**src/rtl/fem_shape_function_eval_assert.svh**
```systemverilog
// Assertion macros used by the back end of the shape function evaluator RTL.
`ifndef FEM_SHAPE_FUNCTION_EVAL_ASSERT_SVH
`define FEM_SHAPE_FUNCTION_EVAL_ASSERT_SVH

// The consequent must hold in the same cycle as the antecedent.
`define FSE_ASSERT_SAME(label, clk, rst_n, ante, cons, msg) \
  label: assert property (@(posedge clk) disable iff (!rst_n) (ante) |-> (cons)) \
    else $error(msg);

// The consequent must hold in the cycle after the antecedent.
`define FSE_ASSERT_NEXT(label, clk, rst_n, ante, cons, msg) \
  label: assert property (@(posedge clk) disable iff (!rst_n) (ante) |=> (cons)) \
    else $error(msg);

`endif

```
**src/rtl/fse_pkg.sv**
```systemverilog
// Shared constants and types of the shape function evaluator.
package fse_pkg;

  localparam int FRAC_BITS_DFLT = 14;
  localparam int PT_DEPTH_DFLT  = 4;
  localparam int RES_DEPTH_DFLT = 8;

  localparam int COORD_W = 16;
  localparam int SQ_W    = 22;
  localparam int OUT_W   = 18;
  localparam int NODE_W  = 3;
  localparam int KIND_W  = 2;

  localparam logic [KIND_W-1:0] KIND_TRI       = 2'd0;
  localparam logic [KIND_W-1:0] KIND_QUAD4     = 2'd1;
  localparam logic [KIND_W-1:0] KIND_QUAD8     = 2'd2;
  localparam logic [KIND_W-1:0] KIND_QUAD8_ALT = 2'd3;
  localparam logic [KIND_W-1:0] KIND_RESET     = KIND_QUAD8;

  localparam logic [NODE_W-1:0] LAST_TRI   = 3'd2;
  localparam logic [NODE_W-1:0] LAST_QUAD4 = 3'd3;
  localparam logic [NODE_W-1:0] LAST_QUAD8 = 3'd7;

  localparam logic signed [OUT_W-1:0] OUT_MAX = 18'sd131071;
  localparam logic signed [OUT_W-1:0] OUT_MIN = -18'sd131072;

  typedef struct packed {
    logic signed [COORD_W-1:0] xi;
    logic signed [COORD_W-1:0] eta;
    logic        [SQ_W-1:0]    xx;
    logic        [SQ_W-1:0]    ee;
    logic        [KIND_W-1:0]  kind;
    logic        [NODE_W-1:0]  last_nd;
  } pt_t;

  typedef struct packed {
    logic        [NODE_W-1:0] node;
    logic signed [OUT_W-1:0]  shape;
    logic signed [OUT_W-1:0]  dxi;
    logic signed [OUT_W-1:0]  deta;
    logic                     last;
  } res_t;

endpackage

```
**src/rtl/fse_front.sv**
```systemverilog
// Front end: element kind register, point intake, squares and classification.
module fse_front import fse_pkg::*; #(
  parameter int FRAC_BITS = FRAC_BITS_DFLT
) (
  input  logic                      clk,
  input  logic                      rst_n,
  input  logic                      cfg_valid,
  output logic                      cfg_ready,
  input  logic [KIND_W-1:0]         cfg_element_kind,
  input  logic                      in_push,
  output logic                      in_full,
  input  logic signed [COORD_W-1:0] in_xi_coord,
  input  logic signed [COORD_W-1:0] in_eta_coord,
  input  logic                      q_full,
  output logic                      q_push,
  output pt_t                       q_wdata
);

  localparam logic [31:0] SQ_HALF = 32'd1 << (FRAC_BITS - 1);

  logic [KIND_W-1:0]  kind_r;
  logic signed [31:0] xsq;
  logic signed [31:0] esq;
  logic [31:0]        xsq_rnd;
  logic [31:0]        esq_rnd;

  assign cfg_ready = 1'b1;

  always_ff @(posedge clk) begin
    if (!rst_n) begin
      kind_r <= KIND_RESET;
    end else if (cfg_valid) begin
      kind_r <= cfg_element_kind;
    end
  end

  assign in_full = q_full;
  assign q_push  = in_push && !q_full;

  assign xsq     = in_xi_coord * in_xi_coord;
  assign esq     = in_eta_coord * in_eta_coord;
  assign xsq_rnd = ($unsigned(xsq) + SQ_HALF) >> FRAC_BITS;
  assign esq_rnd = ($unsigned(esq) + SQ_HALF) >> FRAC_BITS;

  always_comb begin
    q_wdata.xi  = in_xi_coord;
    q_wdata.eta = in_eta_coord;
    q_wdata.xx  = xsq_rnd[SQ_W-1:0];
    q_wdata.ee  = esq_rnd[SQ_W-1:0];
    unique case (kind_r) inside
      KIND_TRI: begin
        q_wdata.kind    = KIND_TRI;
        q_wdata.last_nd = LAST_TRI;
      end
      KIND_QUAD4: begin
        q_wdata.kind    = KIND_QUAD4;
        q_wdata.last_nd = LAST_QUAD4;
      end
      KIND_QUAD8, KIND_QUAD8_ALT: begin
        q_wdata.kind    = KIND_QUAD8;
        q_wdata.last_nd = LAST_QUAD8;
      end
      default: begin
        q_wdata.kind    = KIND_QUAD8;
        q_wdata.last_nd = LAST_QUAD8;
      end
    endcase
  end

endmodule

```
**config.mk**
```make
export PLATFORM = sky130hd
export DESIGN_NAME = fse_front
export DESIGN_NICKNAME = d
export VERILOG_FILES = /design/src/rtl/fem_shape_function_eval_assert.svh /design/src/rtl/fse_pkg.sv /design/src/rtl/fse_front.sv
export SDC_FILE = /design/constraint.sdc
export NUM_CORES = 1
export LEC_CHECK = 0
export BUFFER_PORTS_ARGS = -buffer_cell sky130_fd_sc_hd__buf_2
export CAP_MARGIN = 0
export CORE_MARGIN = 1
export CORE_UTILIZATION = 40
export CTS_BUF_LIST = sky130_fd_sc_hd__clkbuf_8
export CTS_CLUSTER_SIZE = 40
export DETAILED_ROUTE_END_ITERATION = 8
export PLACE_DENSITY_LB_ADDON = 0.12
export RECOVER_POWER = 50
export SYNTH_ARGS = -nofsm -noshare
export SYNTH_HDL_FRONTEND = slang
export SYNTH_SLANG_ARGS = --single-unit
```
**constraint.sdc**
```tcl
create_clock -name clk -period 12.13 [get_ports clk]
set_input_delay 1.213 -clock clk [delete_from_list [all_inputs] [get_ports clk]]
set_output_delay 1.213 -clock clk [all_outputs]
set_load 0.005 [all_outputs]
```
# --- Word-level counts from Yosys, hierarchy flattened ---
# Index checks and enable logic that the tools add are counted.
word_totals:
  word_cells: 10
  out_inout_bits: 84
  register_bits: 2
classes:
  reduce_logical: 3
  n_eq_ne: 1
  add_sub_neg: 2
  mux: 1
  n_mul: 2
ops:
  columns: ["op", "n"]
  rows:
  - ["adder 32 x 14 -> 32 bit (second input constant)", 2]
  - ["multiplier 16 x 16 -> 32 bit", 2]
  - ["case mux 5 bit (2 select lines)", 1]
  - ["equality test 2 x 1 -> 1 bit (second input constant)", 1]
  - ["logical NOT 2 bit", 1]
  - ["logical AND 1 bit", 1]
  - ["logical NOT 1 bit", 1]

# --- Depth between registers and ports, before layout ---
logic_depth:
  word_depth: 2
  mapped_depth: 24
  depth_no_buf: 23

# --- Worst setup path before layout ---
# Ideal clock, no wire load.
synth_timing:
  path_kind: "input to output"
  from: "input in_eta_coord[15]"
  to: "output q_wdata[21] (netlist name)"
  t_required_ps: 10917
  arrival_ps: 7144
  path_stages: 20
  slack_ps: 3773
  path_cell_list: "clkbuf_1 -> clkinv_1 -> nor2_1 -> fa_1 -> fa_1 -> fa_1 -> fa_1 -> fa_1 -> inv_1 -> fa_1 -> inv_1 -> ha_1 -> a21oi_1 -> a21boi_0 -> a221oi_1 -> o31ai_1 -> a21o_1 -> a41o_1 -> o31a_1 -> xor2_1"
synth_rtl:
  columns: ["item", "line", "source"]
  rows:
  - ["from (decl)", "fse_front.sv:13", "input logic signed [COORD_W-1:0] in_eta_coord,"]
  - ["to (decl)", "fse_front.sv:16", "output pt_t q_wdata"]

==> flow_metrics.env <==
export IMPL_detail_route_wl_per_cell_um=15.2
export IMPL_ys_seq_elements=2
export IMPL_cts_hold_fix_buffers=0
export IMPL_clockRootBuffer="sky130_fd_sc_hd__clkbuf_8"
export IMPL_gate_count_after_technology_mapping=1890
export IMPL_endpoint_kind="primary output"
export IMPL_timing_critical_path_arrival_ns=8.89
export IMPL_num_fill_cells=4374
export IMPL_tritoncts="yes"
export IMPL_grt_max_degree=24
export IMPL_critPathMaxStageDelay_ns=1.00
export IMPL_post_synth_top_area_fraction=0.537
export IMPL_worst_path_max_delay_cell="sky130_fd_sc_hd__fa_1"
export IMPL_period_minus_slack_ns=10.10
export IMPL_die_area_mm2=0.0445
export IMPL_crit_chain="clkbuf_1, clkinv_1, nor2_1, fa_1, fa_1, fa_1, fa_1, fa_1, inv_1, fa_1, inv_1, ha_1, nor4_1, o211ai_1, a221oi_1, o31ai_1, a21o_1, a41o_1, o31a_1, xor2_1, buf_2"
export IMPL_registers_top_by_ff_count="kind_r"
export IMPL_fp_dieH_um=211
export IMPL_path_max_fanout=19
export IMPL_hold_class="flip-flop to flip-flop"
export IMPL_yosys_warnings=0
export IMPL_worst_r2r_setup_slack_ns=11.50
export IMPL_post_synthesis_mean_instance_area_um2=9.24
export IMPL_final_sum_of_negative_setup_slack_ns=0
export IMPL_fmaxAchievable_ghz=0.0990
export IMPL_largest_register_ff_count=2
export IMPL_placement_rows=76
export IMPL_synthesis_area_mm2=0.0175
export IMPL_track_usage=0.187
export IMPL_grt_pass1_wl_um=66200
export IMPL_grt_ovfl_total=0
export IMPL_grt_setup_unrepaired="false"
export IMPL_fin_cells=2508
export IMPL_totalWireLength_um=38200
export IMPL_drt_antenna_violating_nets=0
export IMPL_viasPerCell=4.56
export IMPL_ys_seq_area_frac=0.00229
export IMPL_drt_pass1_iter_count=5
export IMPL_dpl_cell_count=2504
export IMPL_destination_of_the_worst_register_to_register_timing_path="kind_r[1]"
export IMPL_finalWeightedCongestion=0.810
export IMPL_synth_top_cells_by_area="sky130_fd_sc_hd__fa_1, sky130_fd_sc_hd__inv_1, sky130_fd_sc_hd__ha_1, sky130_fd_sc_hd__nand2_1, sky130_fd_sc_hd__xnor2_1"
export IMPL_drv_max_cap_violation_count=0
export IMPL_post_cts_setup_buffers=0
export IMPL_timing_critical_path_from_type="input pin"
export IMPL_regArea_um2=40.0
export IMPL_slew_headroom=0.161
export IMPL_tritoncts_num_buffers=3
export IMPL_placeable_core_region_mm2=0.0431
export IMPL_syn_to_final_growth_pct=4.69
export IMPL_die_w_um=211
export IMPL_crit_path_end="q_wdata[21]"
export IMPL_dominantRegCellSynth="sky130_fd_sc_hd__dfxtp_1"
export IMPL_crit_required_ns=10.92
export IMPL_synth_enable_flop_cells=0
export IMPL_post_cts_resized_instances=0
export IMPL_number_of_global_route_vias_before_repair=12800
export IMPL_route_detailed_drc=0
export IMPL_dpl_hpwl_um=33500
export IMPL_run_status="finished clean"
export IMPL_multi_input_comb_area_mm2=0.0147
export IMPL_finalCritPeriodShare=0.833
export IMPL_crit_path_frequent_cell="sky130_fd_sc_hd__fa_1"
export IMPL_layout_top_registers="kind_r: 2 flops"
export IMPL_r2r_worst_path_depth=2
export IMPL_hold_violations=0
export IMPL_top_post_synthesis_cells_by_count="sky130_fd_sc_hd__inv_1, sky130_fd_sc_hd__fa_1, sky130_fd_sc_hd__ha_1"
export IMPL_layout_cell_share_with_drive_strength_beyond_1=0.0546
export IMPL_post_synth_top_count_cell="sky130_fd_sc_hd__inv_1"
export IMPL_ys_types=51
export IMPL_ios=123
export IMPL_setup_viol=0
export IMPL_min_from="kind_r[0]"
export IMPL_clock_sinks=2
export IMPL_asyncSetResetFlopFracSynth=0
export IMPL_synth_top_cell_by_area="sky130_fd_sc_hd__fa_1"
export IMPL_grt_antenna_before_repair=1
export IMPL_clk_pin_slew_worst_paths_ns=0.03
export IMPL_transition_time_at_the_pin_with_the_least_slew_margin_ns=1.26
export IMPL_crit_type="input pin to primary output"
export IMPL_final_setup_skew_ns=0
export IMPL_io_buffers=112
export IMPL_drtIter0Drc=438
export IMPL_clock_latency_ns=0.21
export IMPL_nets=2606
export IMPL_final_max_slew_violation_count=0
export IMPL_setup_worst_path_start="in_eta_coord[15]"
export IMPL_cts_htree_levels=1
export IMPL_dr_total_vias=11400
export IMPL_worstReg2RegStart="kind_r[1]"
export IMPL_start_util=0.406
export IMPL_clock_tree_buffer_depth=2
[layer usage]
metal  GRT usage  vias to the layer above  part of all wire
met5           0                        -                 0
met1       0.285                     5793              0.49
met4      0.0135                        0            0.0056
li1            -                     5436                 -
met3      0.0156                       17             0.039
met2       0.301                      200              0.46
[cell families after synthesis]
family	after synthesis	synth area share
buffers and inverters	699	0.160
adders and majority gates	643	0.662
and+or+nand+nor	366	0.0957
AOI/OAI and AO/OA	104	0.0426
xor gates and xnor gates	70	0.0351
muxes	4	0.00229
other	2	0.000430
DFF	2	0.00229
[through the flow]
stage          hold slack (ns)  worst slack [ns]  area [um2]  utilization
2_1_floorplan            0.476              3.77       17500            -
6_report                 0.535              2.03       18300        0.425
3_3_place_gp             0.511              2.74       18300        0.425
5_1_grt                  0.570              1.33       18300        0.425
3_5_place_dp             0.535              2.51       18300        0.425
4_1_cts                  0.540              2.46       18300        0.425
[how the worst min path moves through the flow]
| stage | endpoint | slack [ns] | depth (start not counted) |
|---|---|---|---|
| global route | kind_r[0] | 0.57 | 2 |
| floorplan | kind_r[1] | 0.48 | 2 |
| CTS | kind_r[0] | 0.54 | 2 |
| detailed placement | kind_r[0] | 0.54 | 2 |
| finish | kind_r[0] | 0.54 | 2 |
| global placement | kind_r[0] | 0.51 | 2 |
[final cells by class]
type,count,share of cell area
clock buffers,3,0.00226
well taps,585,0.0400
diodes,1,0.000137
flip-flops and latches,2,0.00219
multi-input cells,1197,0.802
repair buffers,112,0.0285
inverters,608,0.125
[worst max-delay path: cells and delay by family]
family                     cells  cell delay [ns]
xor gates and xnor gates       1             0.14
and+or+nand+nor                2             0.77
AOI/OAI and AO/OA              6             1.40
buffers and inverters          5             1.50
adders and majority gates      7             3.84
[layout by cell type, fill, tap and decap left out, drive strengths merged, types with 3 or more instances in the layout]
master  synthesis  routed
nor2b          10      10
o21bai          4       4
or3             3       3
nand2b          6       6
nand4           8       8
xnor2          56      56
a21o           10      10
clkbuf         44      36
nor2           81      81
nand2         164     164
and2           65      65
o21ai          15      15
conb            2      10
buf            47      79
a41o            7       7
a31o            6       6
xor2           14      14
o21a            8       8
or2             8       8
mux2i           4       4
a21oi          29      29
inv           606     606
ha            174     174
fa            469     469
nand3           4       4
o211ai          4       4
o31a            3       3
and3            4       4
nor3            9       9
a211oi          4       4
Power is left out: the tool's default activity adds up to more than one toggle a clock period on the data nets, which glitch-free logic cannot reach.
