## src/rtl/fem_shape_function_eval_assert.svh

```systemverilog
// Assertion macros used by the back end of the shape function evaluator RTL.
`ifndef FEM_SHAPE_FUNCTION_EVAL_ASSERT_SVH
`define FEM_SHAPE_FUNCTION_EVAL_ASSERT_SVH

// The consequent must hold in the same cycle as the antecedent.
`define FSE_ASSERT_SAME(label, clk, rst_n, ante, cons, msg) \
  label: assert property (@(posedge clk) disable iff (!rst_n) (ante) |-> (cons)) \
    else $error(msg);

// The consequent must hold in the cycle after the antecedent.
`define FSE_ASSERT_NEXT(label, clk, rst_n, ante, cons, msg) \
  label: assert property (@(posedge clk) disable iff (!rst_n) (ante) |=> (cons)) \
    else $error(msg);

`endif

```

## src/rtl/fse_pkg.sv

```systemverilog
// Shared constants and types of the shape function evaluator.
package fse_pkg;

  localparam int FRAC_BITS_DFLT = 14;
  localparam int PT_DEPTH_DFLT  = 4;
  localparam int RES_DEPTH_DFLT = 8;

  localparam int COORD_W = 16;
  localparam int SQ_W    = 22;
  localparam int OUT_W   = 18;
  localparam int NODE_W  = 3;
  localparam int KIND_W  = 2;

  localparam logic [KIND_W-1:0] KIND_TRI       = 2'd0;
  localparam logic [KIND_W-1:0] KIND_QUAD4     = 2'd1;
  localparam logic [KIND_W-1:0] KIND_QUAD8     = 2'd2;
  localparam logic [KIND_W-1:0] KIND_QUAD8_ALT = 2'd3;
  localparam logic [KIND_W-1:0] KIND_RESET     = KIND_QUAD8;

  localparam logic [NODE_W-1:0] LAST_TRI   = 3'd2;
  localparam logic [NODE_W-1:0] LAST_QUAD4 = 3'd3;
  localparam logic [NODE_W-1:0] LAST_QUAD8 = 3'd7;

  localparam logic signed [OUT_W-1:0] OUT_MAX = 18'sd131071;
  localparam logic signed [OUT_W-1:0] OUT_MIN = -18'sd131072;

  typedef struct packed {
    logic signed [COORD_W-1:0] xi;
    logic signed [COORD_W-1:0] eta;
    logic        [SQ_W-1:0]    xx;
    logic        [SQ_W-1:0]    ee;
    logic        [KIND_W-1:0]  kind;
    logic        [NODE_W-1:0]  last_nd;
  } pt_t;

  typedef struct packed {
    logic        [NODE_W-1:0] node;
    logic signed [OUT_W-1:0]  shape;
    logic signed [OUT_W-1:0]  dxi;
    logic signed [OUT_W-1:0]  deta;
    logic                     last;
  } res_t;

endpackage

```

## src/rtl/fse_fifo.sv

```systemverilog
// Small first-in first-out queue built from registers.
module fse_fifo import fse_pkg::*; #(
  parameter int WIDTH = 8,
  parameter int DEPTH = PT_DEPTH_DFLT,
  localparam int PW = (DEPTH > 1) ? $clog2(DEPTH) : 1,
  localparam int CW = $clog2(DEPTH + 1)
) (
  input  logic             clk,
  input  logic             rst_n,
  input  logic             push,
  input  logic [WIDTH-1:0] wdata,
  output logic             full,
  input  logic             pop,
  output logic [WIDTH-1:0] rdata,
  output logic             empty,
  output logic [CW-1:0]    count
);

  logic [WIDTH-1:0] mem_r [DEPTH];
  logic [PW-1:0]    wr_ptr_r;
  logic [PW-1:0]    rd_ptr_r;
  logic [CW-1:0]    cnt_r;
  logic             do_push;
  logic             do_pop;

  assign full    = (cnt_r == CW'(DEPTH));
  assign empty   = (cnt_r == '0);
  assign count   = cnt_r;
  assign rdata   = mem_r[rd_ptr_r];
  assign do_push = push && !full;
  assign do_pop  = pop && !empty;

  always_ff @(posedge clk) begin
    if (do_push) begin
      mem_r[wr_ptr_r] <= wdata;
    end
  end

  always_ff @(posedge clk) begin
    if (!rst_n) begin
      wr_ptr_r <= '0;
      rd_ptr_r <= '0;
      cnt_r    <= '0;
    end else begin
      if (do_push) begin
        wr_ptr_r <= (wr_ptr_r == PW'(DEPTH - 1)) ? '0 : wr_ptr_r + 1'b1;
      end
      if (do_pop) begin
        rd_ptr_r <= (rd_ptr_r == PW'(DEPTH - 1)) ? '0 : rd_ptr_r + 1'b1;
      end
      if (do_push && !do_pop) begin
        cnt_r <= cnt_r + 1'b1;
      end else if (do_pop && !do_push) begin
        cnt_r <= cnt_r - 1'b1;
      end
    end
  end

endmodule

```

## config.mk

```make
export PLATFORM = sky130hd
export DESIGN_NAME = fse_fifo
export DESIGN_NICKNAME = d
export VERILOG_FILES = /design/src/rtl/fem_shape_function_eval_assert.svh /design/src/rtl/fse_pkg.sv /design/src/rtl/fse_fifo.sv
export SDC_FILE = /design/constraint.sdc
export NUM_CORES = 1
export LEC_CHECK = 0
export BUFFER_PORTS_ARGS = -buffer_cell sky130_fd_sc_hd__clkbuf_2
export CAP_MARGIN = 20
export CORE_MARGIN = 8
export CORE_UTILIZATION = 28
export DETAILED_ROUTE_END_ITERATION = 8
export REMOVE_ABC_BUFFERS = 1
export SLEW_MARGIN = 15
export SYNTH_ARGS = -nofsm -noshare
export SYNTH_HDL_FRONTEND = slang
export SYNTH_SLANG_ARGS = --single-unit
```

## constraint.sdc

```tcl
create_clock -name clk -period 2.89 [get_ports clk]
set_input_delay 0 -clock clk [delete_from_list [all_inputs] [get_ports clk]]
set_output_delay 0 -clock clk [all_outputs]
set_load 0.01 [all_outputs]
```

== After elaboration in Yosys (flattened, before gate mapping) ==
Memories as Yosys holds them, arrays and structs flattened. A register that Yosys moved wholly into a read port is not among the register bits.
Cells that the tools add are included.
Word-level totals
  memories: 1
  latch bits: 0
  bits of input ports: 12
  register bits after elaboration: 7
  output and inout port bits: 13
  bits in writable memories: 32
  ROM bits: 0
Memories
  mem_r: depth 4, bits a word 8, read ports 1, clocked after memory_dff 1, wr ports 1, line fse_fifo.sv:19  | logic [WIDTH-1:0] mem_r [DEPTH];
Operators by class
  equal/unequal tests: 3
  shifts and indexed selects: 0
  bitwise logic cells: 0
  mux-type cells: 8
  $add $sub $neg: 4
  div/mod/pow operators: 0
  order comparisons: 0
  reductions and logical operators: 10
  multipliers: 0
Operator list (number)
  $mux W2: 4
  $mux W3: 2
  $add A2 B1 Y2 const B: 2
  $eq A2 B2 Y1 const B: 2
  $logic_and A1 B1 Y1: 4
  $logic_not A1 Y1: 4
  $add A3 B1 Y3 const B: 1
  $eq A3 B3 Y1 const B: 1
  $logic_not A3 Y1: 1
  $sub A3 B1 Y3 const B: 1
  $mux W1: 2
  $reduce_bool A2 Y1: 1

== Longest topological paths before layout ==
Gate-level depths: netlist of run 1.
  word-level depth: 7
  gate-level depth with buffers: 9

== Worst setup path after synthesis of run 1 ==
Ideal clock, no wire load.
  path type: register to register
  from: register cnt_r[0], in the netlist count[0]
  to: register cnt_r[2], in the netlist count[2]
  path buffers: 0
  setup time: 0.076 ns
  setup slack: 0.747 ns
  arrival time: 2.067 ns
  stages on the path, launching flop included: 8
  cells stage by stage: dfxtp_1 -> o31ai_1 -> ha_1 -> inv_1 -> fa_1 -> xor2_1 -> or3_1 -> a21boi_0
Between the ends
  longest elaborated chain between the ends: 6
  elaborated cells on any way between the ends: 15
  classes of those cells: add/sub (2); eq/ne (1); mux (2); reduce/logical (10)
RTL lines
  start, declared: line fse_fifo.sv:22  | logic [CW-1:0] cnt_r;
  start signal, assigned: line fse_fifo.sv:52  | cnt_r <= cnt_r + 1'b1;
  start signal, assigned: line fse_fifo.sv:54  | cnt_r <= cnt_r - 1'b1;
  branches (longest 6 deep; another with $sub A3 B1 Y3)
Parallel ways; which one is timed is not known. The select of a mux whose other input is x is not followed.
A chain may end at the register's enable or synchronous reset.

== Worst setup path after layout of run 1 ==
  from: register cnt_r[1], in the netlist count[1]
  to: register cnt_r[2], in the netlist count[2]
Same word-level chain as after synthesis.

==> flow_summary_export.csv, run 1 <==
group,metric,value,unit
run_status,status,"completed",
floorplan,initial_core_util,29.25,%
logic_synthesis,ys_seq_area_share,69.99,%
logic_synthesis,syn_avg_cell_area,17.53,sq um
flow_run,cap_violations,0,
logic_synthesis,ys.flop_type,"edfxtp_1",
clocking,clock_latency,0.29,ns
timing,slew_viol_final,0,
cells_and_area,drive_above_1_share,31.01,%
logic_synthesis,synthArstFlopShare,0,%
timing,fin_skew,0.005356,ns
timing,hold_violations,0,
cells_and_area,syn_to_final_growth,23.48,%
detailed_routing,drt_iter0_markers,32,
clocking,cts_buffers,5,
pwr,peakVddDrop,360.5,uV
timing,fin_crit_sh,82.69,%
logic_synthesis,yosys_warnings,0,
cells_and_area,fin_util,36.12,%
detailed_routing,wirelength,2.774,mm
clocking,root_buffer,"clkbuf_8",
timing,fin_crit,2.390,ns
cells_and_area,layout.cells.non_filler,201,
clocking,tritoncts,"done",
timing,fmax,418.5,MHz
detailed_routing,wl_per_cell,13.80,um
global_routing,grt_pass1_wl,4.705,mm
worst_setup_path,setup.worst_path.start_class,"register",
logic_synthesis,synth_edf_count,32,
timing,worst_pin_slew,0.5690,ns
clocking,clk_pin_slew,0.07,ns
detailed_routing,ant_nets,0,
logic_synthesis,synth_cells,93,
timing,hold_ws,0.09243,ns
floorplan,coreArea,5574,sq um
timing,rsz0062_at_grt,"false",
floorplan,die_h,92.31,um
logic_synthesis,yosysMostFrequentCell,"edfxtp_1",
logic_synthesis,netlist.top_cell.by_area,"edfxtp_1",
logic_synthesis,syn-cell-area,1630,sq um
floorplan,num_io_pins,25,
placed_design,place_congestion,0.7149,
cells_and_area,n_fill_cell,531,
pwr,p_leak,0.7342,nW
floorplan,std_cell_rows,27,
logic_synthesis,ys_seq_elements,41,
worst_setup_path,setup.worst_path.class,"reg2reg",
worst_setup_path,end_kind,"register",
global_routing,grt_pass1_vias,1007,
cells_and_area,nNetsFinal,147,
global_routing,antenna_found_initial,0,
global_routing,grt_start_max_net_pins,14,
global_routing,gr-usage-all-layers,7.285,%
global_routing,overflow,0,
clocking,cts_setup_buffers,0,
placed_design,dpl.cell_count,185,
detailed_routing,viasPerCell,4.269,
timing,final.setup.tns,0,ns
clocking,clock-sinks,41,
timing,setup_viol,0,
clocking,cts.path.max_buffers,2,
worst_setup_path,crit_required,3.11,ns
detailed_routing,drc,0,
timing,slew-limit-headroom,61.74,%
clocking,cts_htree_levels,2,
min_path,hold_path.class,"in2reg",
placed_design,hpwl,2.008,mm
logic_synthesis,yosys-top-cells-area,"edfxtp_1, dfxtp_1, mux4_2, ha_1, and2_1",
worst_setup_path,critPathMaxFanout,6,
floorplan,die_area,8520,sq um
logic_synthesis,synth.distinct_cells,23,
floorplan,fp.dieW,92.31,um
cells_and_area,diodes,0,
logic_synthesis,synth.top_cells.by_count,"edfxtp_1, dfxtp_1, mux4_2",
detailed_routing,drtPass1Iterations,4,
detailed_routing,num_vias,858,
placed_design,port_buffers,24,
pwr,p_per_area,826.7,nW/um^2
logic_synthesis,synth_top_area_share,58.94,%
worst_setup_path,arrival,2.61,ns
[routing by layer]
metal | GRT usage (%) | vias up | wire length (um)
li1 | - | 418 | -
met1 | 7.879 | 403 | 1197
met2 | 11.14 | 30 | 1273
met3 | 3.309 | 7 | 247
met4 | 5.235 | 0 | 55
met5 | 0 | - | 0
[registers in the layout, indices dropped and copies added, names as in the netlist, named ones only]
register and flops:
mem_r 32, count 3, rd_ptr_r 2, wr_ptr_r 2
[layout by cell type (no fill, tap or decap), types with 2 or more instances in the layout]
master	n
edfxtp_1	32
clkbuf_2	24
dfxtp_1	9
mux4_2	8
dlygate4sd3_1	8
nand2_1	6
ha_1	6
and2_1	5
clkbuf_8	5
inv_1	3
mux2i_1	3
o21ai_0	3
nor2b_1	2
nor2_1	2
nand3_1	2
[worst max-delay path, cell delays in order (launching register included)]
cell	delay [ns]
dfxtp_1	0.38
o31ai_1	0.55
ha_1	0.29
inv_1	0.07
fa_1	0.39
xor2_1	0.16
or3_1	0.31
a21boi_0	0.17
[power breakdown]
group	internal [mW]	switching [mW]	total (mW)
registers	0.725	0.0818	0.807
clock network	0.254	0.189	0.443
logic	0.215	0.200	0.414
[per-stage QoR]
stage | power, mW | setup WS (ns) | cell area, sq um
after global routing | 1.768 | 0.3269 | 2013
after global placement | 1.209 | 0.6668 | 1823
after CTS | 1.701 | 0.4737 | 2013
after floorplan | 1.073 | 0.6647 | 1613
after detailed placement | 1.242 | 0.4930 | 1823
final | 1.664 | 0.5002 | 2013
[path summary, 6_finish.rpt]
path / start / endpoint / slack (ns) / cells after the start
worst max register to register: count[1] / count[2] / 0.50 / 7
worst min-delay path: rst_n / wr_ptr_r[1] / 0.09 / 3
worst max-delay path: count[1] / count[2] / 0.50 / 7
worst min register to register: wr_ptr_r[1] / wr_ptr_r[1] / 0.50 / 2
[kinds of logic after synthesis]
group	after synthesis	synth area share [%]
and+or+nand+nor	20	6.600
adders and majority gates	7	5.833
muxes	11	12.89
buffers and inverters	7	1.765
xor gates and xnor gates	2	1.075
AOI/OAI and AO/OA	5	1.842
DFF	41	69.99
[layout make-up]
cell class	instances	area, sq um	share of cell area, %
clock inverter	3	41.29	2.051
multi-input combinational	45	460.4	22.87
clock buffer	5	68.82	3.418
sequential	41	1141	56.68
tap	72	90.09	4.475
inverter	3	11.26	0.5594
timing repair buffer	32	200.2	9.944
[timing repair]
| item | CTS | global route |
|---|---|---|
| resized for setup | 0 | 0 |
| endpoints found under the hold margin | 32 | 0 |
| hold buffers | 8 | 0 |
Power figures use the tool's default switching activity.
==> run 2: changes to the inputs <==
==> constraint.sdc (replaced) <==
create_clock -name clk -period 2.14 [get_ports clk]
set_input_delay 0 -clock clk [delete_from_list [all_inputs] [get_ports clk]]
set_output_delay 0 -clock clk [all_outputs]
set_load 0.01 [all_outputs]
==> flow_summary_export.csv, run 2 (synthesized netlist as in run 1, its figures left out) <==
group,metric,value,unit
worst_setup_path,crit_required,2.35,ns
floorplan,coreArea,5574,sq um
timing,fin_crit_sh,95.34,%
clocking,cts_buffers,5,
pwr,p_leak,0.7435,nW
timing,fmax,490.1,MHz
floorplan,die_h,92.31,um
flow_run,cap_violations,0,
cells_and_area,diodes,0,
detailed_routing,ant_nets,0,
timing,fin_skew,0.007740,ns
clocking,tritoncts,"done",
cells_and_area,fin_area,2032,sq um
global_routing,grt_pass1_vias,1027,
cells_and_area,layout.cells.non_filler,204,
worst_setup_path,setup.worst_path.start_class,"register",
clocking,clock_latency,0.29,ns
timing,slew-limit-headroom,62.41,%
placed_design,place_congestion,0.7241,
detailed_routing,num_vias,882,
floorplan,die_area,8520,sq um
run_status,status,"completed",
global_routing,grt_start_max_net_pins,14,
timing,slew_viol_final,0,
pwr,p_per_area,1071,nW/um^2
clocking,clock-sinks,41,
worst_setup_path,end_kind,"register",
cells_and_area,largest_reg_flops,32,
detailed_routing,viasPerCell,4.324,
global_routing,grt_pass1_wl,4.781,mm
pwr,peakVddDrop,670.3,uV
placed_design,port_buffers,24,
clocking,root_buffer,"clkbuf_8",
detailed_routing,wl_per_cell,14.08,um
min_path,hold_path.class,"in2reg",
cells_and_area,top_register,"mem_r",
pwr,power,2.176,mW
timing,hold_violations,0,
clocking,cts_htree_levels,2,
floorplan,initial_core_util,29.25,%
placed_design,hpwl,2.105,mm
cells_and_area,final_common_cell,"edfxtp_1",
timing,setup_viol,0,
cells_and_area,syn_to_final_growth,24.64,%
detailed_routing,wirelength,2.872,mm
global_routing,gr-usage-all-layers,7.245,%
cells_and_area,final_cell_mix,"edfxtp_1, clkbuf_2, mux4_2, dlygate4sd3_1",
detailed_routing,drc,0,
clocking,clk_pin_slew,0.07,ns
worst_setup_path,critical_path.startpoint,"count[2]",
clocking,cts_setup_buffers,0,
min_path,min-delay-start,"rst_n",
cells_and_area,nNetsFinal,150,
timing,rsz0062_at_grt,"false",
floorplan,std_cell_rows,27,
floorplan,num_io_pins,25,
global_routing,antenna_found_initial,0,
placed_design,dpl.cell_count,188,
floorplan,fp.dieW,92.31,um
timing,fin_crit,2.040,ns
worst_setup_path,r2r-start,"count[2]",
placed_design,dpl_cell_area,1846,sq um
worst_setup_path,setup.worst_path.class,"reg2reg",
global_routing,overflow,0,
detailed_routing,drt_iter0_markers,21,
cells_and_area,drive_above_1_share,36.36,%
timing,worst_pin_slew,0.5631,ns
detailed_routing,drtPass1Iterations,4,
worst_setup_path,critPathMaxFanout,6,
clocking,cts.path.max_buffers,2,
worst_setup_path,arrival,2.25,ns
run 2: worst max-delay path: stages (launching register included):
cell and delay, ns:
dfxtp_2 0.36, nor3b_2 0.17, nor2b_1 0.18, ha_2 0.22, inv_1 0.05, fa_1 0.37, xor2_1 0.16, or3_1 0.32
a21boi_1 0.15
run 2: timing repair:
action	in CTS	in global routing
hold buffers	8	0
endpoints found under the hold margin	32	0
gates resized for setup	2	5
setup endpoints to repair	1	1
pin swaps	0	1
run 2: final cells by class:
cell class | instances | area, sq um
Fill cell | 525 | 3542
Clock buffer | 5 | 68.82
Timing Repair Buffer | 35 | 222.7
Sequential cell | 41 | 1145
Tap cell | 72 | 90.09
Multi-Input combinational cell | 45 | 476.7
Inverter | 3 | 11.26
Clock inverter | 3 | 17.52
run 2: through the flow:
stage	hold slack, ns	setup WS [ns]	setup TNS (ns)	utilization, %
5_1_grt	0.1057	0.004144	0	36.45
4_1_cts	0.08462	0.02850	0	36.21
3_3_place_gp	0.2171	0.1606	0	33.11
6_report	0.08101	0.09973	0	36.45
3_5_place_dp	0.2269	-0.07924	-0.07924	33.11
2_1_floorplan	0.09887	-0.08525	-0.08525	-
run 2: worst paths after layout:
| check | end | slack, ns | cells past startpoint |
|---|---|---|---|
| max reg2reg | count[2] | 0.1 | 8 |
| max | count[2] | 0.1 | 8 |
| min reg2reg | wr_ptr_r[1] | 0.51 | 2 |
| min | count[1] | 0.08 | 2 |
run 2: where the power goes:
part | leakage [nW] | internal, mW | switching [mW]
clock network | 0.0455 | 0.225 | 0.251
registers | 0.368 | 0.985 | 0.119
logic | 0.330 | 0.319 | 0.278
total | 0.743 | 1.53 | 0.648
run 2: metal layers:
layer	track usage [%]	routed length [um]
met5	0	0
met3	4.197	239
met4	1.611	16
met1	7.567	1223
met2	12.34	1393
==> run 3: changes to the inputs <==
--- a/config.mk
+++ b/config.mk
@@ -5,6 +5,7 @@
 export SDC_FILE = /design/constraint.sdc
 export NUM_CORES = 1
 export LEC_CHECK = 0
+export ABC_AREA = 1
 export BUFFER_PORTS_ARGS = -buffer_cell sky130_fd_sc_hd__clkbuf_2
 export CAP_MARGIN = 20
 export CORE_MARGIN = 8
==> flow_summary_export.csv, run 3 <==
group,metric,value,unit
placed_design,place_congestion,0.6975,
timing,fin_skew,0.007090,ns
worst_setup_path,crit_required,2.37,ns
cells_and_area,diodes,0,
detailed_routing,ant_nets,0,
cells_and_area,largest_reg_flops,32,
logic_synthesis,syn_avg_cell_area,11.44,sq um
logic_synthesis,synthArstFlopShare,0,%
floorplan,die_h,93.76,um
worst_setup_path,critPathMaxFanout,7,
global_routing,grt_start_max_net_pins,17,
floorplan,coreArea,5886,sq um
timing,slew-limit-headroom,77.07,%
pwr,p_leak,0.8812,nW
clocking,cts_buffers,5,
placed_design,hpwl,2.199,mm
global_routing,gr-usage-all-layers,7.647,%
floorplan,fp.dieW,93.76,um
logic_synthesis,synth_top_area_share,56.76,%
worst_setup_path,crit_chain,"nor2_1 -> nand2_1 -> nand2_2 -> inv_1 -> ha_1 -> inv_1 -> fa_1 -> nand2_1 -> nand3_1 -> nand2_1 -> inv_1 -> nor2_1",
detailed_routing,drc,0,
clocking,tritoncts,"done",
logic_synthesis,syn-cell-area,1693,sq um
logic_synthesis,ys_seq_area_share,67.41,%
min_path,hold_path.class,"in2reg",
timing,hold_violations,0,
run_status,status,"completed",
pwr,peakVddDrop,571.7,uV
cells_and_area,nNetsFinal,210,
cells_and_area,syn_to_final_growth,26.76,%
global_routing,antenna_found_initial,0,
detailed_routing,wl_per_cell,11.73,um
clocking,cts_htree_levels,2,
logic_synthesis,ys.flop_type,"edfxtp_1",
timing,final.setup.tns,0,ns
timing,slew_viol_final,0,
placed_design,port_buffers,24,
timing,fin_crit,1.851,ns
timing,fin_crit_sh,86.50,%
worst_setup_path,r2r-start,"count[0]",
clocking,root_buffer,"clkbuf_8",
worst_setup_path,cpMaxStageDelayCell,"dfxtp_1",
timing,rsz0062_at_grt,"false",
floorplan,std_cell_rows,28,
logic_synthesis,ys_seq_elements,41,
detailed_routing,wirelength,3.133,mm
clocking,clock-sinks,41,
logic_synthesis,yosys-top-cells-area,"edfxtp_1, dfxtp_1, nor2_1, ha_1, o21ai_0",
global_routing,overflow,0,
logic_synthesis,netlist.top_cell.by_area,"edfxtp_1",
timing,worst_pin_slew,0.3435,ns
logic_synthesis,synth.distinct_cells,18,
clocking,cts.path.max_buffers,2,
detailed_routing,drtPass1Iterations,4,
clocking,clock_latency,0.29,ns
timing,fmax,540.2,MHz
logic_synthesis,synth_cells,148,
detailed_routing,num_vias,1117,
floorplan,die_area,8790,sq um
clocking,clk_pin_slew,0.08,ns
worst_setup_path,end_kind,"register",
floorplan,num_io_pins,25,
min_path,min-delay-start,"rst_n",
cells_and_area,final_cell_mix,"nor2_1, edfxtp_1, clkbuf_2, inv_1",
cells_and_area,top_register,"mem_r",
logic_synthesis,yosysMostFrequentCell,"nor2_1",
pwr,p_per_area,1209,nW/um^2
worst_setup_path,arrival,2.08,ns
worst_setup_path,setup.worst_path.class,"reg2reg",
floorplan,initial_core_util,28.76,%
worst_setup_path,max_stage_delay,0.41,ns
logic_synthesis,synth.top_cells.by_count,"nor2_1, edfxtp_1, inv_1",
timing,setup_viol,0,
detailed_routing,drt_iter0_markers,62,
flow_run,cap_violations,0,
logic_synthesis,yosys_warnings,0,
cells_and_area,layout.cells.non_filler,267,
worst_setup_path,setup.worst_path.start_class,"register",
cells_and_area,final_common_cell,"nor2_1",
logic_synthesis,synth_edf_count,32,
placed_design,dpl.cell_count,250,
cells_and_area,drive_above_1_share,21.88,%
clocking,cts_resized,0,
detailed_routing,viasPerCell,4.184,
cells_and_area,n_fill_cell,587,
worst_setup_path,critical_path.startpoint,"count[0]",
global_routing,grt_pass1_vias,1117,
global_routing,grt_pass1_wl,5.064,mm
run 3: changes by cell type in the layout (fill, tap and decap cells not counted), sizes merged, moves of 2 or more:
cell	change
bufinv	+2
nor2b	-2
o22ai	+8
mux2i	-3
mux4	-8
a21oi	+2
o21ai	+15
inv	+16
nand2	+9
and2	-5
buf	+2
clkinv	-2
nor2	+31
run 3: kinds of logic (layout without fill, tap and decap cells):
| group | after synthesis | in the layout | share of synthesized area [%] |
|---|---|---|---|
| AO/OA/AOI/OAI | 28 | 28 | 9.535 |
| buffers and inverters | 21 | 65 | 5.543 |
| AND/OR/NAND/NOR | 51 | 51 | 11.90 |
| adder cells (fa/ha/maj) | 7 | 7 | 5.617 |
| flip-flops | 41 | 41 | 67.41 |
run 3: layout make-up:
class | count | area, sq um | area share [%]
repair buffers | 38 | 247.7 | 11.55
inverters | 19 | 71.32 | 3.324
well taps | 75 | 93.84 | 4.373
clock buffers | 5 | 68.82 | 3.207
flip-flops and latches | 41 | 1141 | 53.18
clock inverters | 3 | 65.06 | 3.032
multi-input cells | 86 | 457.9 | 21.34
run 3: routing by layer:
layer,global-route usage [%],share of wire [%],vias to the layer above
li1,-,-,586
met1,7.767,44,501
met2,13.30,47,24
met3,2.718,5.7,6
met4,4.359,2.5,0
met5,0,0,-
run 3: power by group:
group	switching (mW)	internal (mW)	leakage (nW)	total, mW
logic	0.484	0.311	0.445	0.795
registers	0.0943	0.989	0.368	1.08
clock network	0.252	0.463	0.0681	0.715
total	0.830	1.76	0.881	2.59
run 3: per-stage QoR:
step	power, mW	hold slack, ns	util [%]	cell area (sq um)	worst slack [ns]
after floorplan	1.590	0.09887	-	1670	0.3968
after global placement	1.891	0.2190	32.65	1922	0.3582
after detailed placement	1.906	0.2251	32.65	1922	0.3001
after CTS	2.642	0.007772	36.46	2146	0.2888
after global routing	2.793	0.02244	36.46	2146	0.06423
final	2.594	0.01511	36.46	2146	0.2888
run 3: final timing paths:
check | depth (start not counted) | slack [ns] | end
max reg2reg | 12 | 0.29 | count[2]
max | 12 | 0.29 | count[2]
min reg2reg | 4 | 0.53 | register
min | 3 | 0.02 | wr_ptr_r[1]
run 3: worst max-delay path: cells and delay by family (launching register included):
family / cells / cell delay (ns)
adders and majority gates: 2 / 0.54
buffers and inverters: 3 / 0.17
DFF: 1 / 0.41
and+or+nand+nor: 7 / 0.67
run 3: what timing repair did:
item                      4_1_cts  5_1_grt
setup buffers                   0        0
hold buffers                    9        0
hold endpoints to repair       33        0
